--- src/design/frac_pkg.sv ---
`timescale 1ns / 1ps
// ----------------------------------------------------------------------------
// frac_pkg
// Types and codes shared by the flow record aggregation cache.
// ----------------------------------------------------------------------------
package frac_pkg;

    localparam logic [2:0] ST_INSERTED    = 3'd0;
    localparam logic [2:0] ST_UPDATED     = 3'd1;
    localparam logic [2:0] ST_TABLE_FULL  = 3'd2;
    localparam logic [2:0] ST_EXPIRED     = 3'd3;
    localparam logic [2:0] ST_NOT_EXPIRED = 3'd4;

    localparam logic [7:0] AGG_SUM = 8'd1;
    localparam logic [7:0] AGG_MIN = 8'd2;
    localparam logic [7:0] AGG_MAX = 8'd4;

    localparam logic KIND_PACKET = 1'b0;
    localparam logic KIND_SWEEP  = 1'b1;

    localparam logic REG_IDLE_LIMIT  = 1'b0;
    localparam logic REG_SAMPLE_INTV = 1'b1;

    typedef struct packed {
        logic        kind;
        logic [63:0] pkt_key;
        logic [23:0] metric_id;
        logic [7:0]  aggregator_code;
        logic [31:0] indicator_value;
        logic [3:0]  error_flags;
        logic [47:0] now_ms;
        logic [5:0]  sweep_slot;
    } in_item_t;

    typedef struct packed {
        logic [2:0]  status;
        logic        raw_export_due;
        logic [5:0]  slot;
        logic [63:0] out_flow_key;
        logic [23:0] out_indicator_id;
        logic [7:0]  out_aggregator;
        logic [63:0] out_value;
        logic [31:0] out_packet_count;
        logic [63:0] out_error_counts;
        logic [47:0] out_start_ms;
        logic [47:0] out_end_ms;
    } out_item_t;

    // one flow record as held in the record memory
    typedef struct packed {
        logic [63:0] key;
        logic [23:0] id;
        logic [7:0]  aggr;
        logic [63:0] value;
        logic [31:0] count;
        logic [63:0] errors;
        logic [47:0] start_ms;
        logic [47:0] end_ms;
        logic [31:0] last_export;
    } rec_t;

    typedef struct packed {
        logic cap;
        logic match;
        logic read;
        logic commit;
    } cmd_t;

    typedef struct packed {
        logic out_busy;
    } sts_t;

endpackage

--- src/design/frac_ctrl.sv ---
`timescale 1ns / 1ps
// ----------------------------------------------------------------------------
// frac_ctrl
// Sequencer: accept, match, record read, commit.
// ----------------------------------------------------------------------------
module frac_ctrl (
    input  logic               aclk,
    input  logic               aresetn,
    input  logic               s_valid,
    output logic               s_ready,
    input  frac_pkg::sts_t     sts,
    output frac_pkg::cmd_t     cmd
);

    localparam logic [1:0] S_IDLE   = 2'd0;
    localparam logic [1:0] S_MATCH  = 2'd1;
    localparam logic [1:0] S_READ   = 2'd2;
    localparam logic [1:0] S_COMMIT = 2'd3;

    logic [1:0] state_reg, state_next;

    always_comb begin
        state_next = state_reg;
        cmd        = '0;
        case (state_reg)
            S_IDLE: begin
                cmd.cap = s_valid;
                if (s_valid) begin
                    state_next = S_MATCH;
                end
            end
            S_MATCH: begin
                cmd.match  = 1'b1;
                state_next = S_READ;
            end
            S_READ: begin
                cmd.read   = 1'b1;
                state_next = S_COMMIT;
            end
            S_COMMIT: begin
                // hold until the result register is free
                if (!sts.out_busy) begin
                    cmd.commit = 1'b1;
                    state_next = S_IDLE;
                end
            end
            default: state_next = S_IDLE;
        endcase
    end

    always_ff @(posedge aclk) begin
        if (!aresetn) begin
            state_reg <= S_IDLE;
        end else begin
            state_reg <= state_next;
        end
    end

    assign s_ready = (state_reg == S_IDLE);

endmodule

--- config.mk ---
export PLATFORM = sky130hd
export DESIGN_NAME = frac_ctrl
export DESIGN_NICKNAME = d
export VERILOG_FILES = /design/src/design/frac_pkg.sv /design/src/design/frac_ctrl.sv
export SDC_FILE = /design/constraint.sdc
export NUM_CORES = 1
export LEC_CHECK = 0
export BUFFER_PORTS_ARGS = -buffer_cell sky130_fd_sc_hd__buf_2
export CAP_MARGIN = 0
export CORE_AREA = 4 4 41 43
export DETAILED_ROUTE_END_ITERATION = 8
export DIE_AREA = 0 0 45 47
export HOLD_SLACK_MARGIN = 0.08
export PLACE_DENSITY = 0.38
export SYNTH_ARGS = -nofsm -noshare
export SYNTH_HDL_FRONTEND = slang
export SYNTH_SLANG_ARGS = --single-unit
--- constraint.sdc ---
create_clock -name aclk -period 2.62 [get_ports aclk]
set_input_delay 0.786 -clock aclk [delete_from_list [all_inputs] [get_ports aclk]]
set_output_delay 0.786 -clock aclk [all_outputs]
set_load 0.005 [all_outputs]
## Word-level counts from Yosys, hierarchy flattened

Cells that the tools add are included.

| cells by class | value |
|---|---|
| add/sub/neg operators | 0 |
| $mul | 0 |
| div/mod/pow operators | 0 |
| magnitude comparators | 0 |
| equality and inequality tests | 5 |
| shifts and indexed selects | 0 |
| mux-type cells | 8 |
| bitwise gates (word level) | 0 |
| reduce and logical (&&, ||, !) cells | 2 |

Operators with widths:

| cell | number |
|---|---|
| 2-bit one-hot mux with 4 select lines | 1 |
| 1-bit 2-to-1 mux | 5 |
| 2-bit equality test (second input constant) | 2 |
| 2-bit 2-to-1 mux | 2 |
| 2-bit != test (second input constant) | 2 |
| 2-bit by 1-bit equality test with 1-bit output (second input constant) | 1 |
| 2-bit zero test | 1 |
| 2-bit AND reduction | 1 |

| word-level totals | value |
|---|---|
| flip-flop bits (word level) | 2 |
| bits in latches | 0 |
| RAM bits | 0 |
| ROM bits | 0 |
| bits of input ports | 4 |
| output and inout port bits | 5 |
| logic and storage cells | 16 |
| memories | 0 |

## Longest topological paths before layout

Gate-level depths: netlist of run 1.

| logic depth | value |
|---|---|
| word-level depth | 3 |
| mapped depth | 4 |
| depth with buffers taken out | 4 |

## Worst setup path before layout of run 1

OpenSTA, ideal clock, no wires.

| timing | value |
|---|---|
| path kind | input -> output |
| from | in sts |
| to | out cmd[0] in the netlist's numbering |
| arrival | 0.981 ns |
| required time | 1.834 ns |
| setup slack | 0.853 ns |
| cell stages on the path | 1 |
| path buffers | 0 |
| path through | and2b_2 |

| on the way | value |
|---|---|
| longest elaborated chain between the ends | 2 |

RTL lines:

| what | line | RTL |
|---|---|---|
| start: declaration | frac_ctrl.sv:11 | `input frac_pkg::sts_t sts,` |
| 1-bit 2-to-1 mux | frac_ctrl.sv:42 | `if (!sts.out_busy) begin` |
| 1-bit 2-to-1 mux | frac_ctrl.sv:25 | `case (state_reg)` |
| end: declaration | frac_ctrl.sv:12 | `output frac_pkg::cmd_t cmd` |

Every way passes these cells.

==> flow_summary.yaml, run 1 <==
detailed_routing:
  dr.pass1.iters: 2
  num_vias: 151
  drc: 0
  ant_nets: 0
  routed_via_density: 3.51
  wl_um: 397
  wl_per_cell_um: 9.23
  drt-initial-drc-count: 1
sta:
  fin_hold_ws_ns: 0.503
  setup_viol: 0
  tightest_slew_ns: 0.202
  fin_setup_tns_ns: 0
  grt_setup_unrepaired: "false"
  hold_viol: 0
  fmax_mhz: 500
  relSlewSlack: 0.865
  fin_crit_ns: 2.00
  slew_viol_final: 0
  period_share: 0.763
  fin_skew_ns: 0.00128
critical_path:
  reg2reg_depth: 4
  cp_top_family: "buffers and inverters"
  ff2ff_setup_slack_ns: 1.41
  cp_common_cell: "buf_2"
  path_cells: "buf_2, and2b_2, buf_2"
  critPathMaxStageDelay_ns: 0.20
  cp_data_required_time_ns: 1.83
  startpoint: "sts"
  cp.arrival_ns: 1.21
  critPathLaunchType: "input pin"
  setup.worst_path.end_class: "primary output"
  path_buf_inv: 2
  reg2reg_from: "state_reg[0]$_SDFFE_PN0P_"
  worstReg2RegEnd: "state_reg[0]$_SDFFE_PN0P_"
  critPathKind: "input pin to primary output"
  worstPathMaxFanout: 3
  crit_slowest_cell: "and2b_2"
job:
  drv_cap: 0
clocking:
  worstSkewPairLatency_ns: 0.23
  tritoncts: "done"
  clockBufferDepth: 2
  cts_sinks: 2
  htreeDepth: 1
  cts.clk_slew.worst_paths_ns: 0.03
  post_cts_buffers: 0
  cts.repair.resized: 0
  cts_root_buf: "clkbuf_4"
  cts_made_buffers: 3
  cts_hold_buf: 0
floorplan:
  start_util: 0.127
  dieArea_um2: 2120
  fp.dieH_um: 47
  die_w_um: 45
  io_pins: 9
  core_um2: 1300
  rows: 13
pwr:
  ir_worst_vdd_mv: 0.231
  power_density_nw_per_um2: 920
  power.static_leakage_nw: 0.142
hold_path:
  hold_end: "state_reg[1]$_SDFFE_PN0P_"
  hp-start: "state_reg[1]$_SDFFE_PN0P_"
  min_path_type: "flop to flop"
  min_path_cells: 2
yosys:
  synth_seq_area_share: 0.242
  yosys-top-cells-area: "ha_1 (30%), dfxtp_1 (24%), a22oi_2 (7.6%), inv_1 (6.8%), mux2i_1 (6.1%)"
  syn-instance-count: 17
  synthesis.area_um2: 165
  syn_nets: 25
  synth.avg_cell_area_um2: 9.72
  ys_seq_elements: 2
  yosys.cell_types.count: 10
  synth_top_area_cell: "ha_1"
  ys_warn_count: 0
  synth_top_area_frac: 0.303
cells_and_area:
  fillerInstances: 158
  final_common_cell: "buf_2"
  largest_reg_flops: 2
  nets: 38
  drive_gt1_frac: 0.464
  antenna_cells: 0
  layout_common_cells: "buf_2 (8), ha_1 (4), inv_1 (3), clkbuf_4 (3)"
  synthToLayoutAreaGrowth_pct: 49.2
  multi_input_area_um2: 114
  seqCellArea_um2: 40.0
grt:
  overflow: 0
  antenna_found_initial: 0
  grt_pass1_vias: 162
  grt_max_degree: 5
  track_usage: 0.0473
  grt_pass1_wl_um: 621
outcome:
  status: "finished, final reports clean"
placed_design:
  routabilityCongestion: 0.630
  io_buffer_count: 8
## metal layers
| metal | vias up | part of all wire | GRT usage |
|---|---|---|---|
| li1 | 79 | - | - |
| met1 | 60 | 0.43 | 0.0475 |
| met2 | 10 | 0.39 | 0.0537 |
| met3 | 2 | 0.14 | 0.0192 |
| met4 | 0 | 0.038 | 0.0877 |
| met5 | - | 0 | 0 |
## Yosys cell counts, drive strengths merged
library cell  number
ha                 4
inv                3
dfxtp              2
nand2              2
a211o              1
a22oi              1
and2               1
and2b              1
mux2i              1
o211a              1
## cell type report
class	count	share of cell area
Multi-Input combinational cell	12	0.462
Tap cell	15	0.0761
Sequential cell	2	0.162
Timing Repair Buffer	8	0.162
Clock buffer	3	0.0914
Inverter	3	0.0457
## cell families after synthesis
logic type               after synthesis  synth area share
flip-flops                             2             0.242
buffers and inverters                  3            0.0682
AO/OA/AOI/OAI                          3             0.189
multiplexers                           1            0.0606
adder cells (fa/ha/maj)                4             0.303
AND/OR/NAND/NOR                        4             0.136
## per-stage QoR
step | instances | setup WS (ns) | utilization | instance area [um^2] | power (mW)
final | 43 | 0.620 | 0.189 | 246 | 0.227
after global routing | 43 | 0.589 | 0.189 | 246 | 0.248
after CTS | 43 | 0.619 | 0.189 | 246 | 0.235
after detailed placement | 40 | 0.620 | 0.172 | 224 | 0.161
after global placement | 40 | 0.623 | 0.172 | 224 | 0.158
after floorplan | 17 | 0.853 | - | 165 | 0.121
## worst max path at each step
stage | end | slack [ns] | cells past startpoint
floorplan | cmd[0] | 0.85 | 1
global placement | cmd[0] | 0.62 | 3
detailed placement | cmd[0] | 0.62 | 3
CTS | cmd[3] | 0.62 | 4
global route | cmd[3] | 0.59 | 4
finish | cmd[0] | 0.62 | 3
## where the power goes
group | internal, mW | switching (mW)
logic | 0.0542 | 0.0494
clock network | 0.0506 | 0.0185
registers | 0.0421 | 0.0119
## tightest hold or removal path, delay by kind of cell, from the launching register on
kind | cells | cell delay, ns
DFF | 1 | 0.33
muxes | 1 | 0.05
and+or+nand+nor | 1 | 0.07
No activity file was read; power rests on OpenSTA's default activity.
==> run 2, diff against run 1 <==
--- a/config.mk
+++ b/config.mk
@@ -5,13 +5,14 @@
 export SDC_FILE = /design/constraint.sdc
 export NUM_CORES = 1
 export LEC_CHECK = 0
+export ABC_AREA = 1
 export BUFFER_PORTS_ARGS = -buffer_cell sky130_fd_sc_hd__buf_2
 export CAP_MARGIN = 0
 export CORE_AREA = 4 4 41 43
 export DETAILED_ROUTE_END_ITERATION = 8
 export DIE_AREA = 0 0 45 47
 export HOLD_SLACK_MARGIN = 0.08
-export PLACE_DENSITY = 0.38
+export PLACE_DENSITY = 0.39
 export SYNTH_ARGS = -nofsm -noshare
 export SYNTH_HDL_FRONTEND = slang
 export SYNTH_SLANG_ARGS = --single-unit
==> constraint.sdc (replaced) <==
create_clock -name aclk -period 1.8 [get_ports aclk]
set_input_delay 0.54 -clock aclk [delete_from_list [all_inputs] [get_ports aclk]]
set_output_delay 0.54 -clock aclk [all_outputs]
set_load 0.005 [all_outputs]
==> run 2 against run 1 <==
Sequential share of layout area is 0.32 points lower. Combinational power up 77%. Clock-buffer cell count unchanged. Worst setup slack got worse by 0.51 ns. Die area unchanged. Cell count up 19%. Via count increased by 7.3%. Worst hold slack gained 0.042 ns. Sequential power grew 61%. Largest cell class unchanged.
==> flow_summary.yaml, run 2 <==
critical_path:
  cp_data_required_time_ns: 1.26
  startpoint: "state_reg[0]$_SDFFE_PN0P_"
  critPathKind: "flop to primary output"
  critPathLaunchType: "flop"
  setup.worst_path.end_class: "primary output"
  cp.arrival_ns: 1.15
  worstPathMaxFanout: 4
  reg2reg_from: "state_reg[0]$_SDFFE_PN0P_"
clocking:
  cts_root_buf: "clkbuf_4"
  cts_sinks: 2
  cts.repair.resized: 0
  htreeDepth: 1
  worstSkewPairLatency_ns: 0.22
  post_cts_buffers: 0
  cts.clk_slew.worst_paths_ns: 0.03
  clockBufferDepth: 2
  tritoncts: "done"
  cts_made_buffers: 3
  cts_hold_buf: 0
pwr:
  ir_worst_vdd_mv: 0.387
  power_density_nw_per_um2: 1470
  power.static_leakage_nw: 0.150
sta:
  fin_setup_tns_ns: 0
  fin_skew_ns: 0.000338
  fin_ws_ns: 0.113
  fin_crit_ns: 1.69
  slew_viol_final: 0
  period_share: 0.937
  relSlewSlack: 0.889
  hold_viol: 0
  grt_setup_unrepaired: "false"
  tightest_slew_ns: 0.167
  fmax_mhz: 593
  setup_viol: 0
grt:
  grt_pass1_vias: 159
  antenna_found_initial: 0
  grt_max_degree: 5
  overflow: 0
  track_usage: 0.0450
  grt_pass1_wl_um: 579
floorplan:
  dieArea_um2: 2120
  core_um2: 1300
  fp.dieH_um: 47
  start_util: 0.131
  die_w_um: 45
  io_pins: 9
  rows: 13
outcome:
  status: "finished, final reports clean"
detailed_routing:
  num_vias: 162
  ant_nets: 0
  drc: 0
  wl_per_cell_um: 7.16
  routed_via_density: 3.18
  wl_um: 365
  drt-initial-drc-count: 0
  dr.pass1.iters: 1
cells_and_area:
  antenna_cells: 0
  seqCellArea_um2: 40.0
  fillerInstances: 154
  drive_gt1_frac: 0.361
  layout_common_cells: "buf_2 (8), inv_1 (6), nor2_1 (4), nand2_1 (4), ha_1 (4)"
  layout.cells.non_filler: 51
  nets: 46
  final_common_cell: "buf_2"
  synthToLayoutAreaGrowth_pct: 47.8
  largest_reg_flops: 2
  multi_input_area_um2: 108
hold_path:
  hp-start: "state_reg[1]$_SDFFE_PN0P_"
  min_path_type: "flop to flop"
yosys:
  synthesis.area_um2: 170
  synth_top_area_cell: "ha_1"
  synth_top_area_frac: 0.294
  synth_flop_cell: "dfxtp_1"
  yosys.cell_types.count: 8
  synth_most_common_cell: "inv_1"
  ys_warn_count: 0
  syn-instance-count: 25
  synth-edff-count: 0
  syn_nets: 33
  synth.avg_cell_area_um2: 6.81
  ys_seq_elements: 2
  synth_seq_area_share: 0.235
  synth_common_cells: "inv_1 (6), ha_1 (4), nand2_1 (4), nor2_1 (4)"
  synth-async-reset-ratio: 0
  yosys-top-cells-area: "ha_1 (29%), dfxtp_1 (24%), inv_1 (13%), nand2_1 (8.8%), nor2_1 (8.8%)"
placed_design:
  io_buffer_count: 8
  pre_cts_ws_ns: 0.342
  routabilityCongestion: 0.567
  dp_hpwl_um: 288
  dp_cells: 48
job:
  drv_cap: 0
==> run 2: power by group <==
group,total (mW),internal [mW],switching (mW)
registers,0.0866,0.0641,0.0225
logic,0.184,0.0853,0.0984
clock network,0.0985,0.0735,0.0250
==> run 2: path summary, 6_finish.rpt <==
kind                                to  slack (ns)  cells after the start
max reg2reg  state_reg[1]$_SDFFE_PN0P_        0.71                      6
min          state_reg[1]$_SDFFE_PN0P_        0.54                      2
min reg2reg  state_reg[1]$_SDFFE_PN0P_        0.54                      2
max                             cmd[3]        0.11                      5
==> run 2: cells by family (layout without fill, tap and decap cells) <==
| kind of cell | Yosys count | after routing | synth area share |
|---|---|---|---|
| buffers and inverters | 6 | 17 | 0.132 |
| adders and majority gates | 4 | 4 | 0.294 |
| and+or+nand+nor | 11 | 11 | 0.279 |
| AOI/OAI and AO/OA | 2 | 2 | 0.0588 |
| DFF | 2 | 2 | 0.235 |
==> run 2: cell type report <==
class                   count  share of cell area
repair buffers              8               0.159
multi-input cells          17               0.428
flip-flops and latches      2               0.159
well taps                  15              0.0746
inverters                   6              0.0896
clock buffers               3              0.0896
==> run 2: stage by stage <==
| stage | instance area [um^2] | total power [mW] | utilization | hold WS [ns] |
|---|---|---|---|---|
| 2_1_floorplan | 170 | 0.211 | - | 0.491 |
| 3_3_place_gp | 229 | 0.276 | 0.176 | 0.541 |
| 3_5_place_dp | 229 | 0.275 | 0.176 | 0.544 |
| 4_1_cts | 251 | 0.384 | 0.193 | 0.549 |
| 5_1_grt | 251 | 0.413 | 0.193 | 0.576 |
| 6_report | 251 | 0.369 | 0.193 | 0.545 |
==> run 2: critical path: stages (launching register included) <==
cell,delay (ns)
dfxtp_1,0.39
inv_1,0.08
ha_1,0.24
nand2_1,0.07
inv_1,0.03
buf_2,0.11
==> run 2: layer usage <==
layer / GRT usage / wire length (um)
met1: 0.0498 / 188
met2: 0.0452 / 129
met3: 0.0153 / 46
met4: 0.0877 / 0
met5: 0 / 0
==> run 3, diff against run 2 <==
--- a/config.mk
+++ b/config.mk
@@ -6,7 +6,7 @@
 export NUM_CORES = 1
 export LEC_CHECK = 0
 export ABC_AREA = 1
-export BUFFER_PORTS_ARGS = -buffer_cell sky130_fd_sc_hd__buf_2
+export BUFFER_PORTS_ARGS = -buffer_cell sky130_fd_sc_hd__clkbuf_2
 export CAP_MARGIN = 0
 export CORE_AREA = 4 4 41 43
 export DETAILED_ROUTE_END_ITERATION = 8
==> run 3 against run 2 <==
Clock power about the same. Register-to-register slack better by 0.03 ns. Worst hold slack worse by 0.0059 ns. Highest routed layer unchanged. Final area unchanged. Worst setup slack better by 0.038 ns. Clock skew about the same. Non-clock buffer count unchanged. Critical path type unchanged. Clock-buffer cell count unchanged. Via count up 1.9%.
==> flow_summary.yaml, run 3 (same netlist as run 2, synthesis figures left out) <==
cells_and_area:
  fillerInstances: 162
  drive_gt1_frac: 0.361
  largest_reg_flops: 2
  seqCellArea_um2: 40.0
  nets: 46
  final_common_cell: "clkbuf_2"
  layout_common_cells: "clkbuf_2 (8), inv_1 (6), nor2_1 (4), nand2_1 (4), ha_1 (4)"
  synthToLayoutAreaGrowth_pct: 47.8
  antenna_cells: 0
  final_area_um2: 251
  multi_input_area_um2: 108
  fin_util: 0.193
placed_design:
  pre_cts_ws_ns: 0.370
  io_buffer_count: 8
  placed_cell_area_um2: 229
  dp_hpwl_um: 301
  routabilityCongestion: 0.569
detailed_routing:
  wl_per_cell_um: 7.16
  num_vias: 165
  top_layer: "met3"
  wl_met1_um: 177
  wl_met2_um: 142
  drc: 0
  routed_via_density: 3.24
  wl_met3_um: 45
  dr.pass1.iters: 1
  ant_nets: 0
  drt-initial-drc-count: 0
  wl_um: 365
job:
  drv_cap: 0
grt:
  antenna_found_initial: 0
  grt_pass1_wl_um: 683
  overflow: 0
  grt_max_degree: 5
  track_usage: 0.0505
  grt_pass1_vias: 177
clocking:
  clockBufferDepth: 2
  cts_sinks: 2
  worstSkewPairLatency_ns: 0.22
  cts_hold_buf: 0
  tritoncts: "done"
  cts_made_buffers: 3
  htreeDepth: 1
  cts.clk_slew.worst_paths_ns: 0.03
  cts_root_buf: "clkbuf_4"
  post_cts_buffers: 0
  cts.repair.resized: 0
sta:
  fmax_mhz: 606
  period_share: 0.916
  fin_setup_tns_ns: 0
  relSlewSlack: 0.901
  fin_skew_ns: 0.000391
  hold_viol: 0
  grt_setup_unrepaired: "false"
  fin_ws_ns: 0.151
  tightest_slew_ns: 0.149
  setup_viol: 0
  fin_crit_ns: 1.65
  slew_viol_final: 0
floorplan:
  start_util: 0.131
  die_w_um: 45
  io_pins: 9
  dieArea_um2: 2120
  fp.dieH_um: 47
  rows: 13
  core_um2: 1300
outcome:
  status: "finished, final reports clean"
critical_path:
  critPathKind: "flop to primary output"
  cp.arrival_ns: 1.11
  reg2reg_from: "state_reg[0]$_SDFFE_PN0P_"
  worstPathMaxFanout: 4
  setup.worst_path.end_class: "primary output"
  worstReg2RegEnd: "state_reg[1]$_SDFFE_PN0P_"
  reg2reg_depth: 6
  cp_data_required_time_ns: 1.26
  critPathLaunchType: "flop"
  ff2ff_setup_slack_ns: 0.74
pwr:
  power.static_leakage_nw: 0.149
  power.total_mw: 0.370
  power_density_nw_per_um2: 1470
  ir_worst_vdd_mv: 0.411
hold_path:
  hold_end: "state_reg[0]$_SDFFE_PN0P_"
  min_path_type: "flop to flop"
  hp-start: "state_reg[0]$_SDFFE_PN0P_"
  min_path_cells: 2
## run 3: changes by cell type in the layout (fill, tap and decap cells not counted)
| cell | delta |
|---|---|
| buf_2 | -8 |
| clkbuf_2 | +8 |
## run 3: cell type report
cell class                      count  area share
Sequential cell                     2       0.159
Multi-Input combinational cell     17       0.428
Clock buffer                        3      0.0896
Tap cell                           15      0.0746
Inverter                            6      0.0896
Timing Repair Buffer                8       0.159
## run 3: critical path: stages, from the launching register on
cell      delay, ns
dfxtp_1        0.37
inv_1          0.08
ha_1           0.24
nand2_1        0.07
inv_1          0.03
clkbuf_2       0.10
## run 3: power by group
part	leakage (nW)	switching (mW)	internal, mW
sequential	0.0166	0.0206	0.0641
combinational	0.118	0.101	0.0862
clock	0.0138	0.0249	0.0735
total	0.149	0.147	0.224
## run 3: how the worst max path moves through the flow
stage                                    from     end  slack [ns]  depth (start not counted)
floorplan           state_reg[0]$_SDFFE_PN0P_  cmd[3]        0.50                          4
global placement    state_reg[0]$_SDFFE_PN0P_  cmd[3]        0.39                          5
detailed placement  state_reg[0]$_SDFFE_PN0P_  cmd[3]        0.37                          5
CTS                 state_reg[0]$_SDFFE_PN0P_  cmd[3]        0.13                          5
global route        state_reg[1]$_SDFFE_PN0P_  cmd[3]        0.03                          5
finish              state_reg[0]$_SDFFE_PN0P_  cmd[3]        0.15                          5
## run 3: stage by stage
stage                     hold slack [ns]  cells
final                               0.539     51
after global routing                0.566     51
after CTS                           0.538     51
after detailed placement            0.540     48
after global placement              0.531     48
after floorplan                     0.491     25
## run 3: metal layers
metal  vias to the layer above  track usage
met5                         -            0
met4                         0       0.0877
met3                         0       0.0153
met2                         8       0.0621
met1                        62       0.0520
li1                         95            -
